`src/rtl/core/fmbs_pkg.sv`:
```
// ----------------------------------------------------------------------------
// fmbs_pkg
// Shared types and constants of the FM-index backward search core: table
// sizes, function codes, the queued word format and the result format.
// ----------------------------------------------------------------------------
package fmbs_pkg;

  // Table geometry.
  localparam int unsigned TextRows  = 1024;
  localparam int unsigned RowW      = $clog2(TextRows);
  localparam int unsigned CntW      = RowW + 1;
  localparam int unsigned SumW      = CntW + 1;
  localparam int unsigned AlphaSize = 4;
  localparam int unsigned CodeW     = $clog2(AlphaSize);
  localparam int unsigned SymW      = 3;
  localparam int unsigned FuncW     = 2;

  // Depth of the queue between front and back.
  localparam int unsigned QDepth    = 2;

  // Result kinds.
  localparam logic KindStep = 1'b0;
  localparam logic KindRead = 1'b1;

  // Function codes on the command port.
  typedef enum logic [FuncW-1:0] {
    FUNC_LOAD = 2'd0,
    FUNC_STEP = 2'd1,
    FUNC_READ = 2'd2,
    FUNC_NONE = 2'd3
  } func_e;

  // Operations after classification by the front.
  typedef enum logic [2:0] {
    OP_LOAD,
    OP_STEP_FIRST,
    OP_STEP_NEXT,
    OP_STEP_BAD,
    OP_READ
  } op_e;

  // Back end sequencer states.
  typedef enum logic [1:0] {
    BS_IDLE,
    BS_RANGE,
    BS_MATCH
  } bstate_e;

  // One row of the cumulative occurrence table.
  typedef logic [AlphaSize-1:0][CntW-1:0] occ_row_t;

  // Word held in the queue.
  typedef struct packed {
    op_e             op;
    logic [CodeW-1:0] code;
    logic            code_ok;
    logic            restart;
    logic [RowW-1:0] suffix_pos;
    logic [RowW-1:0] match_index;
  } item_t;

  // Result word.
  typedef struct packed {
    logic            kind;
    logic            found;
    logic [RowW-1:0] range_start;
    logic [RowW-1:0] range_end;
    logic [CntW-1:0] match_count;
    logic [RowW-1:0] text_position;
  } result_t;

endpackage

```
`src/rtl/core/fmbs_queue.sv`:
```
// ----------------------------------------------------------------------------
// fmbs_queue
// Small first-in first-out queue of classified words between the front end
// and the back end.
// ----------------------------------------------------------------------------
module fmbs_queue (
  input  logic            clk_i,
  input  logic            rst_ni,
  input  logic            push_i,
  input  fmbs_pkg::item_t item_i,
  output logic            full_o,
  input  logic            pop_i,
  output logic            valid_o,
  output fmbs_pkg::item_t item_o
);

  localparam int unsigned PtrW = (fmbs_pkg::QDepth > 1) ? $clog2(fmbs_pkg::QDepth) : 1;
  localparam int unsigned FillW = $clog2(fmbs_pkg::QDepth + 1);

  fmbs_pkg::item_t  slot_q [fmbs_pkg::QDepth];
  logic [PtrW-1:0]  wr_ptr_q, wr_ptr_d;
  logic [PtrW-1:0]  rd_ptr_q, rd_ptr_d;
  logic [FillW-1:0] fill_q, fill_d;
  logic             do_push, do_pop;

  assign full_o  = (fill_q == FillW'(fmbs_pkg::QDepth));
  assign valid_o = (fill_q != '0);
  assign item_o  = slot_q[rd_ptr_q];
  assign do_push = push_i & ~full_o;
  assign do_pop  = pop_i & valid_o;

  // Pointer and fill level updates.
  always_comb begin
    wr_ptr_d = wr_ptr_q;
    rd_ptr_d = rd_ptr_q;
    fill_d   = fill_q;
    if (do_push) begin
      wr_ptr_d = (wr_ptr_q == PtrW'(fmbs_pkg::QDepth - 1)) ? '0 : wr_ptr_q + PtrW'(1);
    end
    if (do_pop) begin
      rd_ptr_d = (rd_ptr_q == PtrW'(fmbs_pkg::QDepth - 1)) ? '0 : rd_ptr_q + PtrW'(1);
    end
    if (do_push && !do_pop) begin
      fill_d = fill_q + FillW'(1);
    end else if (do_pop && !do_push) begin
      fill_d = fill_q - FillW'(1);
    end
  end

  always_ff @(posedge clk_i or negedge rst_ni) begin
    if (!rst_ni) begin
      wr_ptr_q <= '0;
      rd_ptr_q <= '0;
      fill_q   <= '0;
    end else begin
      wr_ptr_q <= wr_ptr_d;
      rd_ptr_q <= rd_ptr_d;
      fill_q   <= fill_d;
    end
  end

  // Slot storage needs no reset.
  always_ff @(posedge clk_i) begin
    if (do_push) begin
      slot_q[wr_ptr_q] <= item_i;
    end
  end

endmodule

```
`config.mk`:
```
export PLATFORM = sky130hd
export DESIGN_NAME = fmbs_queue
export DESIGN_NICKNAME = d
export VERILOG_FILES = /design/src/rtl/core/fmbs_pkg.sv /design/src/rtl/core/fmbs_queue.sv
export SDC_FILE = /design/constraint.sdc
export NUM_CORES = 1
export LEC_CHECK = 0
export BUFFER_PORTS_ARGS = -buffer_cell sky130_fd_sc_hd__buf_2
export CAP_MARGIN = 30
export CELL_PAD_IN_SITES_DETAIL_PLACEMENT = 0
export CELL_PAD_IN_SITES_GLOBAL_PLACEMENT = 2
export CORE_ASPECT_RATIO = 1.1
export CORE_MARGIN = 2
export CORE_UTILIZATION = 40
export CTS_BUF_LIST = sky130_fd_sc_hd__clkbuf_8 sky130_fd_sc_hd__clkbuf_16
export CTS_CLUSTER_SIZE = 24
export DETAILED_ROUTE_END_ITERATION = 6
export PLACE_DENSITY_LB_ADDON = 0.05
export SYNTH_ARGS = -nofsm -noshare
export SYNTH_HDL_FRONTEND = slang
export SYNTH_SLANG_ARGS = --single-unit
```
`constraint.sdc`:
```
create_clock -name clk_i -period 7 [get_ports clk_i]
set_clock_uncertainty 0.15 [all_clocks]
set_input_delay 0.35 -clock clk_i [delete_from_list [all_inputs] [get_ports clk_i]]
set_output_delay 0.35 -clock clk_i [all_outputs]
set_load 0.005 [all_outputs]
```
==> out/qor.txt, run 1 <==
Tightest Pin Transition: 0.816 ns
CP max-delay cell: dfrtp_2
Root Buffer: clkbuf_8
clock buffer depth: 2
drt total wl: 3470 um
Die ar.: 6240 um^2
H-tree Lvls: 3
Worst Min Path Start: item_i[21]
DR WL/cell: 13.7 um
fin util: 51.9%
Clk Latency, worst-skew pair: 0.32 ns
Initial Utilization: 41.7%
Post-Layout Cell Count: 253
register share of total power: 48.0%
DP Area: 2610 um^2
hold crit path type: in2reg
post-layout minimum cycle time: 2.27 ns
detailed-route via count: 1138
worst reg2reg startpoint: fill_q[0]
P_int: 824 uW
overall routing resource usage: 11.8%
Mapped Cells: 103
FFs w/ async S/R, synth: 6.90%
largest family of logic cells by synthesized area: multiplexers
Via-to-Cell Ratio: 4.50
number of global-route vias before repair: 1099
Crit. End Element: primary output
Max Cap Viol: 0
period utilization: 32.4%
GP Congestion: 0.647
final hold vios: 0
Cell Pwr Density: 402 nW/um^2
pin count of the biggest net entering global routing: 29
Antenna Cells: 0
Rel. slew slack: 45.6%
Post-DRT Antenna Nets: 0
# clock sinks: 58
crit start category: register
VDD IR max: 0.276 mV
Yosys reg bits: 58
crit-path cells: mux2_2, buf_2
post-route setup slack: 4.73 ns
worst path required time: 6.50 ns
simple-gate share of the synthesized area: 1.61%
mapped cell area: 2250 um^2
drc violations: 0
pre-CTS setup slack: 5.04 ns
Seq/Total Area, Yosys: 76.6%
I/O pins: 60
layout cell share with drive strength beyond 1: 59.0%
post-synthesis compound-gate area fraction: 0%
TritonCTS buffer count: 9
Leak: 1.14 nW
die extent in x: 75.5 um
setup violators final: 0
Resized cells post-CTS: 0
chip height: 82.6 um
Mapped Nets: 135
CP arrival: 1.77 ns
Hold WS: 0.0604 ns
drt initial violations: 62
Cells after DPL: 236
Post-Synth XOR/XNOR Area: 1.95%
met2 wire length: 1790 um
Post-DP HPWL: 2270 um
post-synthesis mux area share: 16.7%
met3 WL: 203 um
nets: 205
yosys warns: 0
syn avg cell area: 21.8 um^2
EDFF count, synth: 54
Combinational Power Share: 27.1%
crit-path max FO: 28
Detailed Routing Iterations Pass 1: 4
port bufs: 59
CP Buf/Inv Count: 1
status: complete, no violations
Met1 Routed Length: 1380 um
Switching Fraction: 26.9%
Overflow after GRT: 0
Total Neg Setup Slack: 0 ns
unrepaired setup endpoints after global routing: no
total core area: 5400 um^2
CP Launch Point: rd_ptr_q
Setup CP Type: reg2out
delay-heaviest family, CP: flip-flops
Row Count: 28
Power, Total: 1.13 mW
count of cell types in the netlist: 16
dominant synthesized flop cell: edfxtp_1
maximum clock frequency: 0.441 GHz
Slew Limit Fails: 0
commonest non-fill, non-tap cell in the layout: buf_2
Sw Pwr: 303 uW
Clk pin slew, worst setup/hold paths: 0.06 ns
Clk network pwr share: 24.9%
CP peak stage delay: 0.90 ns
initial antenna violation count: 0
Finished Cell Area: 2800 um^2
first-pass GRT wire length: 5020 um
fraction of the mapped netlist area in adder cells: 0.556%
commonest non-fill, non-tap cells in the layout: buf_2, edfxtp_1, mux2_4, clkbuf_8, mux2_2
area grow syn2layout: 24.5%
CTS tree: yes
Max Used Layer: met4
final timing paths:
check / slack [ns] / end / cells after the start
min: 0.06 / slot_q[0][21] / 1
max reg2reg: 5.13 / slot_q[1][16] / 3
max in group asynchronous: 6.35 / rd_ptr_q / 2
min in group asynchronous: 0.22 / fill_q[1] / 2
min reg2reg: 0.34 / fill_q[1] / 1
max: 4.73 / item_o[10] / 2
cells by family (layout without fill, tap and decap cells):
| family | count (synthesis) | after routing |
|---|---|---|
| muxes | 27 | 27 |
| xor gates and xnor gates | 5 | 5 |
| and+or+nand+nor | 7 | 7 |
| buffers and inverters | 5 | 80 |
| adders and majority gates | 1 | 1 |
| DFF | 58 | 58 |
sequential cells by signal, indices dropped and copies added (netlist names):
register	cells
rd_ptr_q	1
fill_q	2
slot_q	54
wr_ptr_q	1
power groups by stage:
stage / Clock, mW / Sequential [mW] / Combinational [mW]
final: 0.281 / 0.541 / 0.305
after global placement: 0 / 0.546 / 0.307
after detailed placement: 0 / 0.551 / 0.310
after global routing: 0.306 / 0.551 / 0.338
after floorplan: 0 / 0.504 / 0.259
after CTS: 0.290 / 0.544 / 0.312
repair_timing:
action	in CTS	in global routing
hold buffers	1	0
setup buffers	0	0
endpoints found under the hold margin	4	0
layout make-up:
type	count	area (um^2)
fillers	489	2590
repair buffers	62	320
clock inverters	7	61.3
well taps	75	93.8
inverters	2	7.51
flip-flops and latches	58	1720
clock buffers	9	124
multi-input cells	40	470
cells in the mapped netlist, types with 2 or more instances:
master	count	area share (%)
inv_1	2	0.33
buf_12	2	1.8
xnor2_1	3	1.2
edfxtp_1	54	72
dfrtp_1	4	4.5
mux2_2	8	4.0
nor2_1	2	0.33
xor2_1	2	0.78
mux2_4	19	13
metal layers:
layer,vias up,GRT usage (%)
li1,532,-
met1,556,13.3
met2,42,18.5
met3,8,3.76
met4,0,8.95
met5,-,0
Note: power is estimated with default switching activity, not from simulation.
==> run 2: changes to the inputs <==
Settings changed: CORE_UTILIZATION 40 to 38.
Clock period 7 ns to 2.3 ns, I/O delays scaled along.
==> out/qor.txt, run 2 (synthesized netlist as in run 1, its figures left out) <==
VDD IR max: 0.595 mV
FF-to-FF setup slack: 0.69 ns
worst hold endpoint: fill_q[1]
CTS tree: yes
Combinational Power Share: 32.3%
area grow syn2layout: 37.8%
overall routing resource usage: 13.3%
Antenna Cells: 0
drc violations: 0
FF-to-FF path depth: 7
Root Buffer: clkbuf_8
crit-path max FO: 11
post-layout minimum cycle time: 1.84 ns
Leak: 1.27 nW
Clk network pwr share: 21.3%
worst path required time: 2.04 ns
port bufs: 59
status: complete, no violations
Tightest Pin Transition: 0.265 ns
# clock sinks: 58
Initial Utilization: 39.2%
registers with the most flip-flops: slot_q x54, fill_q x2
TritonCTS buffer count: 9
period utilization: 80.0%
drt initial violations: 71
Worst Hold Path Cells: 1
chip height: 84.7 um
P_int: 2.45 mW
GP Congestion: 0.679
pin count of the biggest net entering global routing: 16
initial antenna violation count: 0
Cell Pwr Density: 1090 nW/um^2
total core area: 5730 um^2
commonest non-fill, non-tap cell in the layout: buf_2
Overflow after GRT: 0
die extent in x: 77.3 um
maximum clock frequency: 0.543 GHz
I/O pins: 60
DR WL/cell: 13.3 um
crit start category: register
number of global-route vias before repair: 1421
clock buffer depth: 2
Total Neg Setup Slack: 0 ns
Switching Fraction: 27.5%
Max Cap Viol: 0
Post-DRT Antenna Nets: 0
Die ar.: 6550 um^2
nets: 239
hold crit path type: reg2reg
Row Count: 29
Rel. slew slack: 82.3%
register share of total power: 46.4%
Slew Limit Fails: 0
Worst Min Path Start: fill_q[1]
worst reg2reg startpoint: fill_q[0]
Largest register FFs: 54
unrepaired setup endpoints after global routing: no
r2r endpoint: fill_q[1]
CP arrival: 1.57 ns
first-pass GRT wire length: 6350 um
H-tree Lvls: 3
setup violators final: 0
commonest non-fill, non-tap cells in the layout: buf_2, edfxtp_1, dlygate4sd3_1, mux2_4, clkbuf_8
final hold vios: 0
Crit. End Element: primary output
detailed-route via count: 1247
most flop-heavy register: slot_q
Post-DP HPWL: 2560 um
drt total wl: 3850 um
Clk Latency, worst-skew pair: 0.32 ns
fin util: 54.1%
Setup CP Type: reg2out
Power, Total: 3.38 mW
Sw Pwr: 927 uW
Via-to-Cell Ratio: 4.31
Detailed Routing Iterations Pass 1: 4
layout cell share with drive strength beyond 1: 49.5%
Clk pin slew, worst setup/hold paths: 0.06 ns
[run 2: cell count changes in the layout (fill, tap and decap cells not counted)]
| cell | delta |
|---|---|
| buf_4 | +4 |
| dlygate4sd3_1 | +30 |
| clkinv_4 | -1 |
| clkinv_2 | -2 |
| clkinv_1 | +4 |
| bufinv_16 | -1 |
[run 2: area by class of cell]
type / count / area [um^2]
inverter: 2 / 7.51
clock inverter: 7 / 27.5
tap: 77 / 96.3
clock buffer: 9 / 124
sequential: 58 / 1720
timing repair buffer: 96 / 651
multi-input combinational: 40 / 470
fill: 498 / 2630
[run 2: how the worst max path moves through the flow]
stage | start | to | slack, ns | cells past startpoint
floorplan | fill_q[0] | slot_q[0][0] | 0.41 | 3
global placement | fill_q[0] | fill_q[1] | 0.75 | 7
detailed placement | fill_q[0] | fill_q[1] | 0.68 | 6
CTS | rd_ptr_q | item_o[24] | 0.41 | 3
global route | rd_ptr_q | item_o[19] | 0.38 | 3
finish | rd_ptr_q | item_o[19] | 0.46 | 3
[run 2: worst max-delay path: stages (launching register included)]
cell and delay (ns):
dfrtp_2 0.52, buf_4 0.29, mux2_4 0.32, buf_2 0.13
[run 2: metrics by stage]
step	std cells	setup slack, ns	hold WS [ns]	area [um^2]
3_5_place_dp	242	0.684	-0.225	2640
5_1_grt	289	0.385	0.360	3100
6_report	289	0.460	0.355	3100
2_1_floorplan	103	0.408	-0.331	2250
4_1_cts	289	0.414	0.342	3100
3_3_place_gp	242	0.745	-0.227	2640
[run 2: power groups by stage]
stage                     Combinational (mW)  Sequential [mW]  Clock, mW
after floorplan                        0.791             1.53          0
after global placement                  1.06             1.57          0
after detailed placement                1.08             1.59          0
after CTS                               1.12             1.57      0.745
after global routing                    1.20             1.59      0.794
final                                   1.09             1.57      0.718
[run 2: per-layer routing]
metal	track usage, %	vias to the layer above	wire [um]	part of all wire (%)
met5	0	-	0	0
met4	9.74	0	108	2.8
met3	3.23	10	182	4.7
met2	23.6	44	2060	54
met1	13.5	593	1500	39
li1	-	600	-	-
[run 2: repair_timing]
item / 4_1_cts / 5_1_grt
buffers inserted: 0 / 0
resized for setup: 0 / 0
endpoints found under the hold margin: 60 / 0
setup endpoints to repair: 0 / 0
hold buffers: 31 / 0
==> run 3: changes to the inputs <==
Settings changed: ABC_AREA set to 1, CORE_UTILIZATION 38 to 34.
Clock period 2.3 ns to 1.7 ns, I/O delays scaled along.
==> out/qor.txt, run 3 <==
fin util: 48.7%
FF-to-FF setup slack: 0.19 ns
Detailed Routing Iterations Pass 1: 4
drc violations: 0
TritonCTS buffer count: 9
worst hold endpoint: wr_ptr_q
Crit. End Element: primary output
commonest non-fill, non-tap cell in the layout: nand2_1
Slew Limit Fails: 0
crit-path cells: buf_6, nand2_1, nand2_1, buf_2
period utilization: 89.2%
Worst Hold Path Cells: 5
Post-DP HPWL: 2700 um
drt initial violations: 55
Clk pin slew, worst setup/hold paths: 0.06 ns
Finished Cell Area: 3150 um^2
DR WL/cell: 11.7 um
top-count cell post-synth: nand2_1
drt total wl: 4210 um
maximum clock frequency: 0.660 GHz
total core area: 6480 um^2
layout cell share with drive strength beyond 1: 33.5%
area grow syn2layout: 40.3%
r2r endpoint: fill_q[1]
Yosys reg bits: 58
port bufs: 59
Mapped Cells: 172
syn avg cell area: 13.1 um^2
overall routing resource usage: 12.6%
unrepaired setup endpoints after global routing: no
CP peak stage delay: 0.40 ns
Largest register FFs: 54
DP Area: 2670 um^2
I/O pins: 60
CTS tree: yes
leading cell types by count after synthesis: nand2_1, edfxtp_1, nand2_2
Yosys top cell area share: 72.2%
status: complete, no violations
Seq/Total Area, Yosys: 76.7%
Clk Latency, worst-skew pair: 0.32 ns
die extent in x: 81.5 um
pre-CTS setup slack: 0.183 ns
Area contributors post-synth: edfxtp_1, nand2_1, dfrtp_1, nand2_2, buf_6
first-pass GRT wire length: 6490 um
Root Buffer: clkbuf_8
Max Cap Viol: 0
dominant synthesized flop cell: edfxtp_1
worst path required time: 1.46 ns
initial antenna violation count: 0
Worst Min Path Start: push_i
VDD IR max: 0.941 mV
Cells after DPL: 314
crit start category: register
final hold vios: 0
chip height: 89.2 um
clock buffer depth: 2
worst reg2reg startpoint: fill_q[0]
Yosys top cell by area: edfxtp_1
Via-to-Cell Ratio: 4.24
Power, Total: 4.78 mW
H-tree Lvls: 3
Initial Utilization: 34.7%
Overflow after GRT: 0
Antenna Cells: 0
yosys warns: 0
FFs w/ async S/R, synth: 6.90%
EDFF count, synth: 54
commonest non-fill, non-tap cells in the layout: nand2_1, buf_2, edfxtp_1, dlygate4sd3_1, nand2_2
Total Neg Setup Slack: 0 ns
Post-Layout Cell Count: 360
Die ar.: 7270 um^2
CP most frequent cell: nand2_1
FF-to-FF path depth: 7
count of cell types in the netlist: 17
most flop-heavy register: slot_q
mapped cell area: 2250 um^2
Post-DRT Antenna Nets: 0
CP max-delay cell: dfrtp_1
# clock sinks: 58
Leak: 1.38 nW
post-layout minimum cycle time: 1.52 ns
post-route setup slack: 0.184 ns
Row Count: 31
Rel. slew slack: 79.4%
GP Congestion: 0.647
Setup CP Type: reg2out
number of global-route vias before repair: 1493
hold crit path type: in2reg
pin count of the biggest net entering global routing: 29
Cell Pwr Density: 1520 nW/um^2
registers with the most flip-flops: slot_q x54, fill_q x2
Tightest Pin Transition: 0.308 ns
nets: 305
detailed-route via count: 1525
post-CTS setup buffers: 0
setup violators final: 0
Mapped Nets: 204
Hold WS: 0.0194 ns
crit-path max FO: 28
CP arrival: 1.28 ns
[run 3: cell count changes after synthesis, sizes merged]
cell | previous run | this run
nand2 | 2 | 92
mux2 | 27 | 0
inv | 2 | 8
buf | 3 | 5
nand3 | 0 | 2
xnor2 | 3 | 1
xor2 | 2 | 0
and3 | 1 | 0
nand2b | 1 | 0
nand4 | 0 | 1
nor2 | 2 | 3
o21ai | 0 | 1
or2 | 1 | 0
[run 3: logic make-up after synthesis]
family,Yosys count,share of synthesized area [%]
AND/OR/NAND/NOR,98,18.3
AO/OA/AOI/OAI,1,0.223
XOR/XNOR,1,0.390
buffers and inverters,13,3.90
flip-flops,58,76.7
adder cells (fa/ha/maj),1,0.557
[run 3: what timing repair did]
| action | 4_1_cts | 5_1_grt |
|---|---|---|
| pin swaps | 0 | 0 |
| gates resized for setup | 1 | 1 |
| hold endpoints to repair | 59 | 0 |
| setup endpoints to repair | 4 | 1 |
| hold buffers | 30 | 0 |
[run 3: power by group]
part	leakage, nW	total, mW	internal, mW	switching (mW)
Combinational	0.730	1.60	0.656	0.941
Clock	0.102	1.12	0.647	0.471
Sequential	0.550	2.06	1.95	0.109
[run 3: critical path: cells and delay by family, from the launching register on]
family | cells | cell delay [ns]
buffers and inverters | 2 | 0.40
DFF | 1 | 0.40
and+or+nand+nor | 2 | 0.17
[run 3: worst max-delay path by stage]
stage / start / endpoint / slack (ns)
after floorplan: fill_q[0] / slot_q[0][0] / 0.08
after global placement: fill_q[1] / slot_q[1][24] / 0.21
after detailed placement: fill_q[0] / fill_q[1] / 0.18
after CTS: rd_ptr_q / item_o[5] / 0.04
after global routing: fill_q[0] / fill_q[1] / 0.05
final: rd_ptr_q / item_o[5] / 0.18
[run 3: cell type report]
class,instances,area [um^2]
flip-flops and latches,58,1720
clock inverters,7,53.8
repair buffers,95,669
well taps,82,103
fillers,587,3330
clock buffers,9,124
multi-input cells,101,444
inverters,8,36.3
[run 3: layer usage]
metal / share of wire, % / up-vias / GRT usage (%)
met1: 42 / 708 / 13.5
li1: - / 772 / -
met4: 1.1 / 0 / 8.32
met5: 0 / - / 0
met3: 4.9 / 4 / 3.03
met2: 52 / 41 / 22.1
